--- src/rtl/hmpe_pkg.sv ---
// Shared types, codes and constants of the haptic motor pattern engine.
package hmpe_pkg;

	// Request queue and command buffer sizes
	localparam int QUEUE_DEPTH = 3;
	localparam int QUEUE_LAST  = QUEUE_DEPTH - 1;
	localparam int FIFO_DEPTH  = 2;
	localparam int FIFO_PTR_W  = (FIFO_DEPTH > 1) ? $clog2(FIFO_DEPTH) : 1;
	localparam int FIFO_CNT_W  = $clog2(FIFO_DEPTH + 1);

	// Frame counter remainder unit: two quotient bits per cycle
	localparam int FRAME_W   = 32;
	localparam int MOD_STEPS = FRAME_W / 2;
	localparam int MOD_CNT_W = $clog2(MOD_STEPS);

	// Command codes of the input beat
	localparam logic [2:0] CMD_TICK        = 3'd0;
	localparam logic [2:0] CMD_QUEUE       = 3'd1;
	localparam logic [2:0] CMD_DECAY       = 3'd2;
	localparam logic [2:0] CMD_PULSE       = 3'd3;
	localparam logic [2:0] CMD_PULSE_STR   = 3'd4;
	localparam logic [2:0] CMD_PULSE_SHORT = 3'd5;
	localparam logic [2:0] CMD_CANCEL      = 3'd6;

	// Drive pattern constants
	localparam logic [15:0] ACC_FIRE       = 16'h0100;
	localparam logic [15:0] ACC_BIAS       = 16'd4;
	localparam int          CUBE_SHIFT     = 9;
	localparam logic [2:0]  LEAD_FRAMES    = 3'd4;
	localparam logic [2:0]  PULSE_ARM      = 3'd7;
	localparam logic [2:0]  PULSE_MIN      = 3'd4;
	localparam logic [2:0]  PULSE_SOLID    = 3'd5;
	localparam logic [2:0]  PULSE_GATE_MIN = 3'd2;
	localparam logic [2:0]  PERIOD_PLAIN   = 3'd7;
	localparam logic [2:0]  PERIOD_SHORT   = 3'd4;
	localparam logic [2:0]  PERIOD_BASE    = 3'd5;
	localparam logic [2:0]  STRENGTH_MAX   = 3'd4;
	localparam logic [4:0]  ERR_MAX        = 5'd31;
	localparam logic [15:0] IDLE_LIMIT     = 16'd4;

	// Configuration register reset values
	localparam logic [4:0] ERROR_LIMIT_RST     = 5'd30;
	localparam logic [7:0] PROBE_INTERVAL_RST  = 8'd60;
	localparam logic [7:0] SOLID_THRESHOLD_RST = 8'd70;

	typedef enum logic [1:0] {
		REG_ERROR_LIMIT,
		REG_PROBE_INTERVAL,
		REG_SOLID_THRESHOLD
	} reg_idx_t;

	typedef enum logic [1:0] {
		KIND_EMPTY,
		KIND_SOLID,
		KIND_DENSITY
	} kind_t;

	typedef enum logic [2:0] {
		OP_NOP,
		OP_TICK,
		OP_QUEUE,
		OP_DECAY,
		OP_ARM,
		OP_SHORT,
		OP_CANCEL
	} op_t;

	typedef enum logic {
		B_IDLE,
		B_TICK
	} back_state_t;

	typedef struct packed {
		logic [2:0]  cmd;
		logic [14:0] duration;
		logic [7:0]  level;
		logic [7:0]  decay;
		logic [2:0]  strength;
		logic        demo_active;
		logic        reset_active;
		logic [31:0] frame_count;
		logic        motor_ok;
		logic        init_ok;
	} req_t;

	typedef struct packed {
		logic motor_cmd_valid;
		logic motor_on;
		logic probe_issued;
		logic pak_present;
		logic idle;
	} rsp_t;

	typedef struct packed {
		logic [4:0] error_limit;
		logic [7:0] probe_interval;
		logic [7:0] solid_threshold;
	} cfg_t;

	// Classified command as it travels from front to back
	typedef struct packed {
		op_t         op;
		kind_t       kind;
		logic [7:0]  level;
		logic [14:0] duration;
		logic [7:0]  decay;
		logic        period_wr;
		logic [2:0]  period;
		logic        rst;
		logic [31:0] frame;
		logic        ok;
		logic        init;
	} item_t;

	// Remainder unit status
	typedef struct packed {
		logic done;
		logic pulse_hit;
		logic probe_hit;
	} mod_res_t;

endpackage

--- src/rtl/haptic_motor_pattern_engine.sv ---
// Top level: configuration registers, command decode, command queue and back end.
// A command passes the queue and then the result register; a tick also waits in B_TICK
// for the 2-bit-per-cycle frame remainder unit, which holds the back end until done.
// Other commands go one per cycle while the result is not stalled. A 2-entry queue
// decouples input from execution.
// Reset (arst_n low, asynchronous): slots empty, pattern idle, pak absent, registers
// at defaults; no clearing pass, items are accepted from the first cycle after reset.
module haptic_motor_pattern_engine (
	input  logic           clk,
	input  logic           arst_n,
	input  logic           req_valid,
	output logic           req_stall,
	input  hmpe_pkg::req_t req,
	output logic           rsp_valid,
	input  logic           rsp_stall,
	output hmpe_pkg::rsp_t rsp,
	input  logic           cfg_valid,
	output logic           cfg_ready,
	input  logic [1:0]     cfg_index,
	input  logic [7:0]     cfg_data
);
	import hmpe_pkg::*;

	cfg_t  cfg_q;
	item_t front_item;
	item_t head;
	logic  head_valid;
	logic  pop;
	logic  full;

	assign cfg_ready = 1'b1;
	assign req_stall = full;

	// Write configuration registers; other indexes are dropped
	always_ff @(posedge clk or negedge arst_n) begin
		if (!arst_n) begin
			cfg_q.error_limit     <= ERROR_LIMIT_RST;
			cfg_q.probe_interval  <= PROBE_INTERVAL_RST;
			cfg_q.solid_threshold <= SOLID_THRESHOLD_RST;
		end else if (cfg_valid && cfg_ready) begin
			case (cfg_index)
				REG_ERROR_LIMIT:     cfg_q.error_limit     <= cfg_data[4:0];
				REG_PROBE_INTERVAL:  cfg_q.probe_interval  <= cfg_data;
				REG_SOLID_THRESHOLD: cfg_q.solid_threshold <= cfg_data;
				default: begin
				end
			endcase
		end
	end

	hmpe_front u_front (
		.req             (req),
		.solid_threshold (cfg_q.solid_threshold),
		.item            (front_item)
	);

	hmpe_fifo u_fifo (
		.clk        (clk),
		.arst_n     (arst_n),
		.push       (req_valid && !full),
		.push_item  (front_item),
		.full       (full),
		.pop        (pop),
		.head_valid (head_valid),
		.head       (head)
	);

	hmpe_back u_back (
		.clk        (clk),
		.arst_n     (arst_n),
		.head_valid (head_valid),
		.head       (head),
		.pop        (pop),
		.cfg        (cfg_q),
		.rsp_stall  (rsp_stall),
		.rsp_valid  (rsp_valid),
		.rsp        (rsp)
	);

endmodule

--- src/rtl/hmpe_front.sv ---
// Front end: decodes an input beat into a classified command.
module hmpe_front (
	input  hmpe_pkg::req_t  req,
	input  logic [7:0]      solid_threshold,
	output hmpe_pkg::item_t item
);
	import hmpe_pkg::*;

	// Classify the command; drop gated commands during demo playback
	always_comb begin
		item.op        = OP_NOP;
		item.kind      = (req.level > solid_threshold) ? KIND_SOLID : KIND_DENSITY;
		item.level     = req.level;
		item.duration  = req.duration;
		item.decay     = req.decay;
		item.period_wr = 1'b0;
		item.period    = PERIOD_PLAIN;
		item.rst       = req.reset_active;
		item.frame     = req.frame_count;
		item.ok        = req.motor_ok;
		item.init      = req.init_ok;
		case (req.cmd)
			CMD_TICK: begin
				item.op = OP_TICK;
			end
			CMD_QUEUE: begin
				if (!req.demo_active)
					item.op = OP_QUEUE;
			end
			CMD_DECAY: begin
				item.op = OP_DECAY;
			end
			CMD_PULSE: begin
				if (!req.demo_active) begin
					item.op        = OP_ARM;
					item.period_wr = 1'b1;
					item.period    = PERIOD_PLAIN;
				end
			end
			CMD_PULSE_STR: begin
				if (!req.demo_active) begin
					item.op        = OP_ARM;
					item.period_wr = (req.strength <= STRENGTH_MAX);
					item.period    = PERIOD_BASE - req.strength;
				end
			end
			CMD_PULSE_SHORT: begin
				if (!req.demo_active)
					item.op = OP_SHORT;
			end
			CMD_CANCEL: begin
				item.op = OP_CANCEL;
			end
			default: begin
				item.op = OP_NOP;
			end
		endcase
	end

endmodule

--- src/rtl/hmpe_fifo.sv ---
// Short command queue between front and back end.
module hmpe_fifo (
	input  logic            clk,
	input  logic            arst_n,
	input  logic            push,
	input  hmpe_pkg::item_t push_item,
	output logic            full,
	input  logic            pop,
	output logic            head_valid,
	output hmpe_pkg::item_t head
);
	import hmpe_pkg::*;

	item_t                 mem_q [FIFO_DEPTH];
	logic [FIFO_PTR_W-1:0] wr_ptr_q;
	logic [FIFO_PTR_W-1:0] rd_ptr_q;
	logic [FIFO_CNT_W-1:0] count_q;

	function automatic logic [FIFO_PTR_W-1:0] ptr_inc(input logic [FIFO_PTR_W-1:0] p);
		if (p == FIFO_PTR_W'(FIFO_DEPTH - 1))
			return '0;
		return p + 1'b1;
	endfunction

	assign full       = (count_q == FIFO_CNT_W'(FIFO_DEPTH));
	assign head_valid = (count_q != '0);
	assign head       = mem_q[rd_ptr_q];

	// Advance pointers and occupancy
	always_ff @(posedge clk or negedge arst_n) begin
		if (!arst_n) begin
			wr_ptr_q <= '0;
			rd_ptr_q <= '0;
			count_q  <= '0;
		end else begin
			if (push)
				wr_ptr_q <= ptr_inc(wr_ptr_q);
			if (pop)
				rd_ptr_q <= ptr_inc(rd_ptr_q);
			if (push && !pop)
				count_q <= count_q + 1'b1;
			else if (pop && !push)
				count_q <= count_q - 1'b1;
		end
	end

	// Store the beat
	always_ff @(posedge clk) begin
		if (push)
			mem_q[wr_ptr_q] <= push_item;
	end

endmodule

--- src/rtl/hmpe_mod_unit.sv ---
// Serial remainder of the frame counter by pulse period and probe interval.
module hmpe_mod_unit (
	input  logic                clk,
	input  logic                arst_n,
	input  logic                start,
	input  logic [31:0]         frame,
	input  logic [7:0]          div_a,
	input  logic [7:0]          div_b,
	output hmpe_pkg::mod_res_t  res
);
	import hmpe_pkg::*;

	logic                 busy_q;
	logic [MOD_CNT_W-1:0] cnt_q;
	logic [31:0]          shift_q;
	logic [7:0]           da_q;
	logic [7:0]           db_q;
	logic [7:0]           ra_q;
	logic [7:0]           rb_q;

	// One restoring step: bring in a bit, subtract the divisor if it fits
	function automatic logic [7:0] rem_step(input logic [7:0] r, input logic b,
			input logic [7:0] d);
		logic [8:0] t;
		t = {r, b};
		if (t >= {1'b0, d})
			t = t - {1'b0, d};
		return t[7:0];
	endfunction

	assign res.done      = !busy_q;
	assign res.pulse_hit = (ra_q == '0);
	assign res.probe_hit = (rb_q == '0);

	// Sequence control
	always_ff @(posedge clk or negedge arst_n) begin
		if (!arst_n) begin
			busy_q <= 1'b0;
			cnt_q  <= '0;
		end else if (start) begin
			busy_q <= 1'b1;
			cnt_q  <= '0;
		end else if (busy_q) begin
			cnt_q <= cnt_q + 1'b1;
			if (cnt_q == MOD_CNT_W'(MOD_STEPS - 1))
				busy_q <= 1'b0;
		end
	end

	// Shift two dividend bits into both remainders per cycle
	always_ff @(posedge clk) begin
		if (start) begin
			shift_q <= frame;
			da_q    <= div_a;
			db_q    <= div_b;
			ra_q    <= '0;
			rb_q    <= '0;
		end else if (busy_q) begin
			shift_q <= {shift_q[29:0], 2'b00};
			ra_q    <= rem_step(rem_step(ra_q, shift_q[31], da_q), shift_q[30], da_q);
			rb_q    <= rem_step(rem_step(rb_q, shift_q[31], db_q), shift_q[30], db_q);
		end
	end

endmodule

--- src/rtl/hmpe_back.sv ---
// Back end: request slots, active pattern, pak tracking and result register.
module hmpe_back (
	input  logic            clk,
	input  logic            arst_n,
	input  logic            head_valid,
	input  hmpe_pkg::item_t head,
	output logic            pop,
	input  hmpe_pkg::cfg_t  cfg,
	input  logic            rsp_stall,
	output logic            rsp_valid,
	output hmpe_pkg::rsp_t  rsp
);
	import hmpe_pkg::*;

	back_state_t state_q, state_d;

	// Request slots
	kind_t       slot_kind_q  [QUEUE_DEPTH];
	logic [7:0]  slot_level_q [QUEUE_DEPTH];
	logic [14:0] slot_dur_q   [QUEUE_DEPTH];
	logic [7:0]  slot_decay_q [QUEUE_DEPTH];
	kind_t       nx_kind      [QUEUE_DEPTH];
	logic [7:0]  nx_slot_lvl  [QUEUE_DEPTH];
	logic [14:0] nx_slot_dur  [QUEUE_DEPTH];
	logic [7:0]  nx_slot_dec  [QUEUE_DEPTH];

	// Active pattern and pak state
	kind_t       mode_q, nx_mode;
	logic [7:0]  level_q, nx_level;
	logic [14:0] remain_q, nx_remain;
	logic [7:0]  decay_q, nx_decay;
	logic [2:0]  lead_q, nx_lead;
	logic [15:0] acc_q, nx_acc;
	logic [2:0]  pcount_q, nx_pcount;
	logic [2:0]  period_q, nx_period;
	logic        pak_q, nx_pak;
	logic [4:0]  err_q, nx_err;

	item_t       tick_q;
	logic        rsp_valid_q;
	rsp_t        rsp_q, rsp_d;
	logic        load_rsp;
	logic        out_free;
	logic        mod_start;
	mod_res_t    mod_res;
	logic        drv_on;
	logic        empty;

	// Level cube pipeline
	logic [7:0]  lvl_s1;
	logic [7:0]  lvl_s2;
	logic [15:0] sq_s2;
	logic [23:0] cube_s3;

	assign out_free  = !rsp_valid_q || !rsp_stall;
	assign rsp_valid = rsp_valid_q;
	assign rsp       = rsp_q;

	hmpe_mod_unit u_mod (
		.clk    (clk),
		.arst_n (arst_n),
		.start  (mod_start),
		.frame  (head.frame),
		.div_a  ({5'd0, period_q}),
		.div_b  (cfg.probe_interval),
		.res    (mod_res)
	);

	// Decay the level, then square and cube it
	always_ff @(posedge clk) begin
		lvl_s1  <= (level_q > decay_q) ? level_q - decay_q : 8'd0;
		lvl_s2  <= lvl_s1;
		sq_s2   <= {8'd0, lvl_s1} * {8'd0, lvl_s1};
		cube_s3 <= {8'd0, sq_s2} * {16'd0, lvl_s2};
	end

	// Next state, slot updates and result
	always_comb begin
		state_d   = state_q;
		pop       = 1'b0;
		mod_start = 1'b0;
		load_rsp  = 1'b0;
		rsp_d     = '0;
		drv_on    = 1'b0;
		for (int i = 0; i < QUEUE_DEPTH; i++) begin
			nx_kind[i]     = slot_kind_q[i];
			nx_slot_lvl[i] = slot_level_q[i];
			nx_slot_dur[i] = slot_dur_q[i];
			nx_slot_dec[i] = slot_decay_q[i];
		end
		nx_mode   = mode_q;
		nx_level  = level_q;
		nx_remain = remain_q;
		nx_decay  = decay_q;
		nx_lead   = lead_q;
		nx_acc    = acc_q;
		nx_pcount = pcount_q;
		nx_period = period_q;
		nx_pak    = pak_q;
		nx_err    = err_q;

		case (state_q)
			B_IDLE: begin
				if (head_valid && head.op == OP_TICK) begin
					// Load slot 0 into the active pattern and shift the slots
					pop       = 1'b1;
					mod_start = 1'b1;
					state_d   = B_TICK;
					if (slot_kind_q[0] != KIND_EMPTY) begin
						nx_acc    = '0;
						nx_lead   = LEAD_FRAMES;
						nx_mode   = slot_kind_q[0];
						nx_remain = slot_dur_q[0];
						nx_level  = slot_level_q[0];
						nx_decay  = slot_decay_q[0];
					end
					for (int i = 0; i < QUEUE_DEPTH - 1; i++) begin
						nx_kind[i]     = slot_kind_q[i+1];
						nx_slot_lvl[i] = slot_level_q[i+1];
						nx_slot_dur[i] = slot_dur_q[i+1];
						nx_slot_dec[i] = slot_decay_q[i+1];
					end
					nx_kind[QUEUE_LAST] = KIND_EMPTY;
				end else if (head_valid && out_free) begin
					pop      = 1'b1;
					load_rsp = 1'b1;
					case (head.op)
						OP_QUEUE: begin
							nx_kind[QUEUE_LAST]     = head.kind;
							nx_slot_lvl[QUEUE_LAST] = head.level;
							nx_slot_dur[QUEUE_LAST] = head.duration;
							nx_slot_dec[QUEUE_LAST] = '0;
						end
						OP_DECAY: begin
							nx_slot_dec[QUEUE_LAST] = head.decay;
						end
						OP_ARM: begin
							if (pcount_q == '0)
								nx_pcount = PULSE_ARM;
							else if (pcount_q < PULSE_MIN)
								nx_pcount = PULSE_MIN;
							if (head.period_wr)
								nx_period = head.period;
						end
						OP_SHORT: begin
							nx_pcount = PULSE_MIN;
							nx_period = PERIOD_SHORT;
						end
						OP_CANCEL: begin
							// Probe, stop the motor if found, flush the slots, remaining duration and pulse count
							rsp_d.probe_issued    = 1'b1;
							rsp_d.motor_cmd_valid = head.init;
							nx_pak                = head.init;
							for (int i = 0; i < QUEUE_DEPTH; i++)
								nx_kind[i] = KIND_EMPTY;
							nx_remain = '0;
							nx_pcount = '0;
						end
						default: begin
						end
					endcase
				end
			end
			B_TICK: begin
				if (mod_res.done && out_free) begin
					load_rsp = 1'b1;
					state_d  = B_IDLE;
					if (!tick_q.rst) begin
						if (lead_q != '0) begin
							nx_lead = lead_q - 1'b1;
							drv_on  = 1'b1;
						end else if (remain_q != '0) begin
							nx_remain = remain_q - 1'b1;
							nx_level  = lvl_s1;
							if (mode_q == KIND_SOLID) begin
								drv_on = 1'b1;
							end else if (acc_q >= ACC_FIRE) begin
								nx_acc = acc_q - ACC_FIRE;
								drv_on = 1'b1;
							end else begin
								nx_acc = acc_q + 16'(cube_s3 >> CUBE_SHIFT) + ACC_BIAS;
							end
						end else if (pcount_q >= PULSE_SOLID) begin
							drv_on = 1'b1;
						end else if (pcount_q >= PULSE_GATE_MIN && period_q != '0 &&
								mod_res.pulse_hit) begin
							drv_on = 1'b1;
						end
						if (pcount_q != '0)
							nx_pcount = pcount_q - 1'b1;
					end
					// Issue the command and track failures, or probe for an absent pak on a probe-interval hit
					if (pak_q) begin
						rsp_d.motor_cmd_valid = 1'b1;
						rsp_d.motor_on        = drv_on;
						if (tick_q.ok)
							nx_err = '0;
						else if (err_q < ERR_MAX)
							nx_err = err_q + 1'b1;
						if (nx_err >= cfg.error_limit)
							nx_pak = 1'b0;
					end else if (cfg.probe_interval != '0 && mod_res.probe_hit) begin
						rsp_d.probe_issued = 1'b1;
						nx_pak             = tick_q.init;
						nx_err             = '0;
					end
				end
			end
			default: begin
				state_d = B_IDLE;
			end
		endcase

		empty = 1'b1;
		for (int i = 0; i < QUEUE_DEPTH; i++)
			if (nx_kind[i] != KIND_EMPTY)
				empty = 1'b0;
		rsp_d.pak_present = nx_pak;
		rsp_d.idle        = (({13'd0, nx_lead} + {1'b0, nx_remain}) < IDLE_LIMIT) && empty;
	end

	// State register
	always_ff @(posedge clk or negedge arst_n) begin
		if (!arst_n)
			state_q <= B_IDLE;
		else
			state_q <= state_d;
	end

	// Pattern, pak and result registers
	always_ff @(posedge clk or negedge arst_n) begin
		if (!arst_n) begin
			for (int i = 0; i < QUEUE_DEPTH; i++)
				slot_kind_q[i] <= KIND_EMPTY;
			mode_q      <= KIND_EMPTY;
			level_q     <= '0;
			remain_q    <= '0;
			decay_q     <= '0;
			lead_q      <= '0;
			acc_q       <= '0;
			pcount_q    <= '0;
			period_q    <= '0;
			pak_q       <= 1'b0;
			err_q       <= '0;
			rsp_valid_q <= 1'b0;
		end else begin
			for (int i = 0; i < QUEUE_DEPTH; i++)
				slot_kind_q[i] <= nx_kind[i];
			mode_q   <= nx_mode;
			level_q  <= nx_level;
			remain_q <= nx_remain;
			decay_q  <= nx_decay;
			lead_q   <= nx_lead;
			acc_q    <= nx_acc;
			pcount_q <= nx_pcount;
			period_q <= nx_period;
			pak_q    <= nx_pak;
			err_q    <= nx_err;
			if (load_rsp)
				rsp_valid_q <= 1'b1;
			else if (!rsp_stall)
				rsp_valid_q <= 1'b0;
		end
	end

	// Slot payloads, captured tick and result beat
	always_ff @(posedge clk) begin
		for (int i = 0; i < QUEUE_DEPTH; i++) begin
			slot_level_q[i] <= nx_slot_lvl[i];
			slot_dur_q[i]   <= nx_slot_dur[i];
			slot_decay_q[i] <= nx_slot_dec[i];
		end
		if (mod_start)
			tick_q <= head;
		if (load_rsp)
			rsp_q <= rsp_d;
	end

endmodule

--- config.mk ---
export PLATFORM = sky130hd
export DESIGN_NAME = haptic_motor_pattern_engine
export DESIGN_NICKNAME = d
export VERILOG_FILES = /design/src/rtl/hmpe_pkg.sv /design/src/rtl/haptic_motor_pattern_engine.sv /design/src/rtl/hmpe_front.sv /design/src/rtl/hmpe_fifo.sv /design/src/rtl/hmpe_mod_unit.sv /design/src/rtl/hmpe_back.sv
export SDC_FILE = /design/constraint.sdc
export NUM_CORES = 1
export LEC_CHECK = 0
export ABC_CLOCK_PERIOD_IN_PS = 5900
export CAP_MARGIN = 20
export CORE_ASPECT_RATIO = 0.8
export CORE_MARGIN = 1
export CORE_UTILIZATION = 25
export DETAILED_ROUTE_END_ITERATION = 12
export DONT_BUFFER_PORTS = 1
export PLACE_DENSITY = 0.49
export SLEW_MARGIN = 20
export SYNTH_ARGS = -nofsm -noshare
export SYNTH_HDL_FRONTEND = slang
export SYNTH_HIERARCHICAL = 1
export SYNTH_SLANG_ARGS = --single-unit
--- constraint.sdc ---
create_clock -name clk -period 5.9 [get_ports clk]
set_input_delay 0.59 -clock clk [delete_from_list [all_inputs] [get_ports clk]]
set_output_delay 0.59 -clock clk [all_outputs]
set_load 0.03 [all_outputs]
* After elaboration in Yosys (flattened, before gate mapping)
Memories as Yosys holds them, arrays and structs flattened. Index checks and enable logic that the tools add are counted.
Cells by class: equal/unequal tests 31, reduce and logical (&&, ||, !) cells 47, mux-type cells 146, add/sub/neg operators 19, bitwise logic cells 4, order comparisons 14, $mul 2
Operator list (count):
- $mux 15 | 11
- $mux 16 | 10
- $mux 8 | 19
- $mux 32 | 2
- $mux 1 | 48
- $mux 24 | 2
- $mux 3 | 16
- $mux 45 | 1
- $mux 5 | 7
- $pmux 16 s2 | 1
- $pmux 8 s2 | 2
- $mux 30 | 1
- $pmux 15 s2 | 1
- $mul 16x8->24 | 1
- $sub 8x8->8 | 3
- $mux 4 | 5
- $eq 3x3->1 const B | 6
- $ge 9x3->1 | 2
- $ge 9x8->1 | 2
- $mux 6 | 3
- $pmux 3 s2 | 3
- $pmux 3 s6 | 1
- $reduce_bool 2->1 | 9
- $add 16x15->16 | 1
- 53 further kinds | 106
Word-level totals: bits in writable memories 243, memories 4, register bits after elaboration 225, output and inout port bits 8, word-level logic and storage cells 307
Memory list:
- u_fifo.mem_q | words 2, bits a word 75, rd ports 1, clocked after memory_dff 0, wr ports 1, line hmpe_fifo.sv:14 | item_t mem_q [FIFO_DEPTH];
- u_back.slot_dur_q | words 3, bits a word 15, rd ports 3, clocked after memory_dff 0, wr ports 3, line hmpe_back.sv:20 | logic [14:0] slot_dur_q [QUEUE_DEPTH];
- u_back.slot_decay_q | words 3, bits a word 8, rd ports 3, clocked after memory_dff 0, wr ports 3, line hmpe_back.sv:21 | logic [7:0] slot_decay_q [QUEUE_DEPTH];
- u_back.slot_level_q | words 3, bits a word 8, rd ports 3, clocked after memory_dff 0, wr ports 3, line hmpe_back.sv:19 | logic [7:0] slot_level_q [QUEUE_DEPTH];

* Logic depth before layout (Yosys ltp)
word-level depth 11, gate-level depth with buffers 19

* By module
Netlist, hierarchy kept.
By module, submodules not included:
- hmpe_back | area an instance 14402.6 um^2, seq. area each 5735.5 um^2, cells each 1375, times used 1
- hmpe_fifo | area an instance 5755.5 um^2, seq. area each 4604.4 um^2, cells each 249, times used 1
- hmpe_mod_unit | area an instance 4396.7 um^2, seq. area each 1886.8 um^2, cells each 403, times used 1
- haptic_motor_pattern_engine | area an instance 834.6 um^2, seq. area each 539.3 um^2, cells each 48, times used 1
- hmpe_front | area an instance 832.0 um^2, seq. area each 0.0 um^2, cells each 116, times used 1

* Least setup slack after synthesis
No wires, ideal clock.
path type reg2reg, from register u_fifo.count_q[1], to memory u_fifo/mem_q[0][0] (netlist name), enable pin, cell stages (with the launch flop) 4, buffers on the path 0, data arrival time 4.231 ns, data required time 5.382 ns, setup time 0.518 ns, clock period less this slack 4.749 ns, setup slack 1.151 ns, path through dfrtp_1 nor2b_1 nor2b_1 nor2b_1
Between the ends: longest elaborated chain between the ends 5
RTL lines:
- start: declaration | line hmpe_fifo.sv:17 | logic [FIFO_CNT_W-1:0] count_q;
- start signal: assignment | line hmpe_fifo.sv:41 | count_q <= count_q + 1'b1;
- start signal: assignment | line hmpe_fifo.sv:43 | count_q <= count_q - 1'b1;
- $eq 2x2->1 | line hmpe_fifo.sv:25 | assign full = (count_q == FIFO_CNT_W'(FIFO_DEPTH));
- named net req_stall | line haptic_motor_pattern_engine.sv:12 | output logic req_stall,
- $logic_not 1->1 | line haptic_motor_pattern_engine.sv:60 | .push (req_valid && !full),
- $logic_and 1x1->1 | line haptic_motor_pattern_engine.sv:60
- $mux 1 | line hmpe_fifo.sv:49 | if (push)
- $mux 1 (implied by the code) | line hmpe_fifo.sv:50 | mem_q[wr_ptr_q] <= push_item;
- end: declaration | line hmpe_fifo.sv:14
The timed path passes the listed nets, and every way through them passes these cells.

* Worst setup path in the final report
from register u_back.lvl_s2[5], to register u_back.cube_s3[23]
Between the ends: longest elaborated chain between the ends 1
RTL lines:
- start: declaration | line hmpe_back.sv:51 | logic [7:0] lvl_s2;
- start signal: assignment | line hmpe_back.sv:72 | lvl_s2 <= lvl_s1;
- $mul 16x8->24 | line hmpe_back.sv:74 | cube_s3 <= {8'd0, sq_s2} * {16'd0, lvl_s2};
- end signal: assignment | line hmpe_back.sv:74
- end: declaration | line hmpe_back.sv:53 | logic [23:0] cube_s3;
No other way between the ends. A chain may end at the register's enable or synchronous reset.

==> results.ini <==
[timing]
fin_crit_ns = 5.10
fin_crit_sh_pct = 86.5
worst_pin_slew_ns = 1.05
setup-violations-final = 0
hold_viol_final = 0
skew_ns = 0.0259
slew_viol_final = 0
fin_setup_tns_ns = 0
grt_setup_unrepaired = false
hold_slack_ns = 0.0594
fmax_mhz = 196
relSlewSlack_pct = 29.8

[final_layout]
final_common_cell = edfxtp_1
fin_area_um2 = 29300
utilization_pct = 28.4
multi_input_area_um2 = 11900
seqCellArea_um2 = 12800
nNetsFinal = 2515
drive_gt1_share_pct = 12.9
area_delta_synth_final_pct = 11.6
nFillCells = 10600
layout.cells.most_common_list = 299 x edfxtp_1, 220 x inv_1, 172 x nand2_1
diodes = 0

[power]
p_leak_nw = 12.1
power_density_nw_per_um2 = 530
peakVddDrop_mv = 0.239

[logic_synthesis]
synthSimpleGateAreaFrac_pct = 11.2
synth_top_family_by_area = adder cells
yosys_warnings = 6
synth_compound_area_share_pct = 7.93
synth_enable_flop_cells = 299
synthesis.area_um2 = 26200
muxShareOfSynthArea_pct = 7.31
ys_seq_elements = 462
synth_fa_ha_area_share_pct = 16.4
synth_seq_area_share_pct = 48.7
async_flop_share_pct = 22.1
avgSynthCellArea_um2 = 12.0
dominantRegCellSynth = edfxtp_1
synth_xor_area_share_pct = 2.47
syn_inst = 2191
ys_types = 88

[setup_path]
crit_fanout = 15
worstPathRequired_ns = 6.39
critPathKind = register to register
worstPathArrival_ns = 5.60
cp-start-kind = register
endpoint_kind = register

[job]
cap_violations = 0

[clocking]
cts_root_buf = clkbuf_16
cts_tree = done
clk_pin_slew_worst_paths_ns = 0.06
numCtsBuffers = 53
insertion_delay_ns = 0.62
cts_buffer_depth = 3
cts.sinks = 462
cts-resized-gates = 0
h-tree-depth = 2

[floorplanning]
io_pins = 96
initial_core_util_pct = 25.4
rows = 105
die_width_um = 364
core-area_um2 = 103000
dieArea_um2 = 106000
fp.dieH_um = 292

[drt]
drtIter0Drc = 797
post_drt_wl_per_cell_um = 15.7
drtAntennaViolNets = 0
firstDrtPassIters = 7
vias_per_cell = 4.32
totalWireLength_mm = 56.4
drc = 0
via_count = 15500

[grt]
grt-ovfl-total = 0
grt_pass1_wl_mm = 90.1
grt_max_degree = 103
first_global_vias = 16100
grt.total_usage_pct = 10.6
grt_antenna_before_repair = 1

[placed_design]
place_congestion = 0.812
placed_area_um2 = 27400
port_buffers = 0
dp_hpwl_mm = 41.0

[status]
outcome = complete, no violations

[hold_path]
hp-class = input port to register

-- routing by layer --
metal / track usage [%] / routed length (um)
met4: 2.67 / 1150
met2: 17.0 / 25500
met1: 14.1 / 26400
met5: 0 / 0
met3: 2.93 / 3330
-- area by class of cell --
type	count	share of cell area (%)
Sequential cell	462	43.6
Multi-Input combinational cell	1394	40.7
Tap cell	1391	5.94
Timing Repair Buffer	17	0.526
Inverter	221	2.84
Clock inverter	31	1.35
Clock buffer	69	4.98
-- where the power goes --
part	switching [mW]	total [mW]	internal (mW)
Combinational	3.70	6.59	2.89
Clock	1.38	3.45	2.07
Sequential	0.830	5.48	4.65
-- Yosys cell counts (28+ instances only) --
master / n / area [um2]
inv_1: 220 / 826
clkbuf_1: 39 / 146
nor2_1: 85 / 319
mux2_4: 40 / 601
a21oi_1: 57 / 285
o21ai_0: 88 / 440
and2_1: 110 / 688
xnor2_1: 44 / 385
dfrtp_1: 91 / 2280
buf_4: 68 / 510
edfxtp_1: 299 / 8980
dfxtp_1: 61 / 1220
nand2_1: 172 / 646
ha_1: 169 / 2110
xor2_1: 30 / 263
fa_1: 109 / 2180
nand3_1: 28 / 140
mux2_2: 99 / 1110
nor3_1: 36 / 180
-- per-stage QoR --
| stage | std cells | setup slack [ns] | power (mW) |
|---|---|---|---|
| detailed placement | 3483 | 0.809 | 12.1 |
| global placement | 3483 | 0.805 | 12.0 |
| global route | 3585 | 0.372 | 16.8 |
| CTS | 3585 | 0.769 | 15.7 |
| finish | 3585 | 0.796 | 15.5 |
| floorplan | 2196 | 1.15 | 10.5 |
-- critical path, cell delays in order (launching register included) --
cell       delay (ns)
dfxtp_1          0.62
and2_1           0.23
fa_1             0.45
fa_1             0.52
fa_1             0.54
inv_1            0.05
fa_1             0.53
inv_1            0.04
ha_1             0.29
nand3_1          0.08
a2bb2oi_1        0.16
a211oi_1         0.56
o2111ai_1        0.25
a31oi_1          0.28
a21o_1           0.19
a21oi_1          0.08
xnor2_1          0.12
-- repair_timing --
| action | in CTS | in global routing |
|---|---|---|
| hold buffers | 2 | 0 |
| endpoints found under the hold margin | 102 | 0 |
| setup buffers | 0 | 0 |
-- cell families (layout without fill, tap and decap cells) --
family / after synthesis / in the layout
compound gates: 310 / 310
mux: 159 / 159
xor+xnor: 74 / 74
other cells: 3 / 8
fa+ha+maj: 278 / 278
flops: 462 / 462
simple gates: 565 / 565
buf+inv: 340 / 338
-- worst paths after layout --
| kind | startpoint | endpoint | slack (ns) | cells after the start |
|---|---|---|---|---|
| max in group asynchronous | arst_n | u_fifo/rd_ptr_q$_DFFE_PN0P_ | 4.77 | 2 |
| worst min register to register | u_back/slot_decay_q[0][15]$_DFFE_PP_ | u_back/slot_decay_q[0][7]$_DFFE_PP_ | 0.42 | 0 |
| min in group asynchronous | arst_n | u_back/u_mod/busy_q$_DFF_PN0_ | 0.59 | 2 |
| worst min-delay path | req[7] | u_fifo/mem_q[0][7]$_DFFE_PP_ | 0.06 | 0 |
| worst max register to register | u_back/lvl_s2[5]$_DFF_P_ | u_back/cube_s3[23]$_DFF_P_ | 0.80 | 16 |
| worst max-delay path | u_back/lvl_s2[5]$_DFF_P_ | u_back/cube_s3[23]$_DFF_P_ | 0.80 | 16 |
-- state kept, by name (all words and copies together) (netlist names), 15 cells and up --
register	cells
cfg_q	21
u_back/acc_q	16
u_back/cube_s3	15
u_back/remain_q	15
u_back/slot_decay_q	24
u_back/slot_dur_q	45
u_back/slot_level_q	24
u_back/sq_s2	15
u_back/u_mod/shift_q	32
u_fifo/mem_q	150
Power figures use the tool's default switching activity.
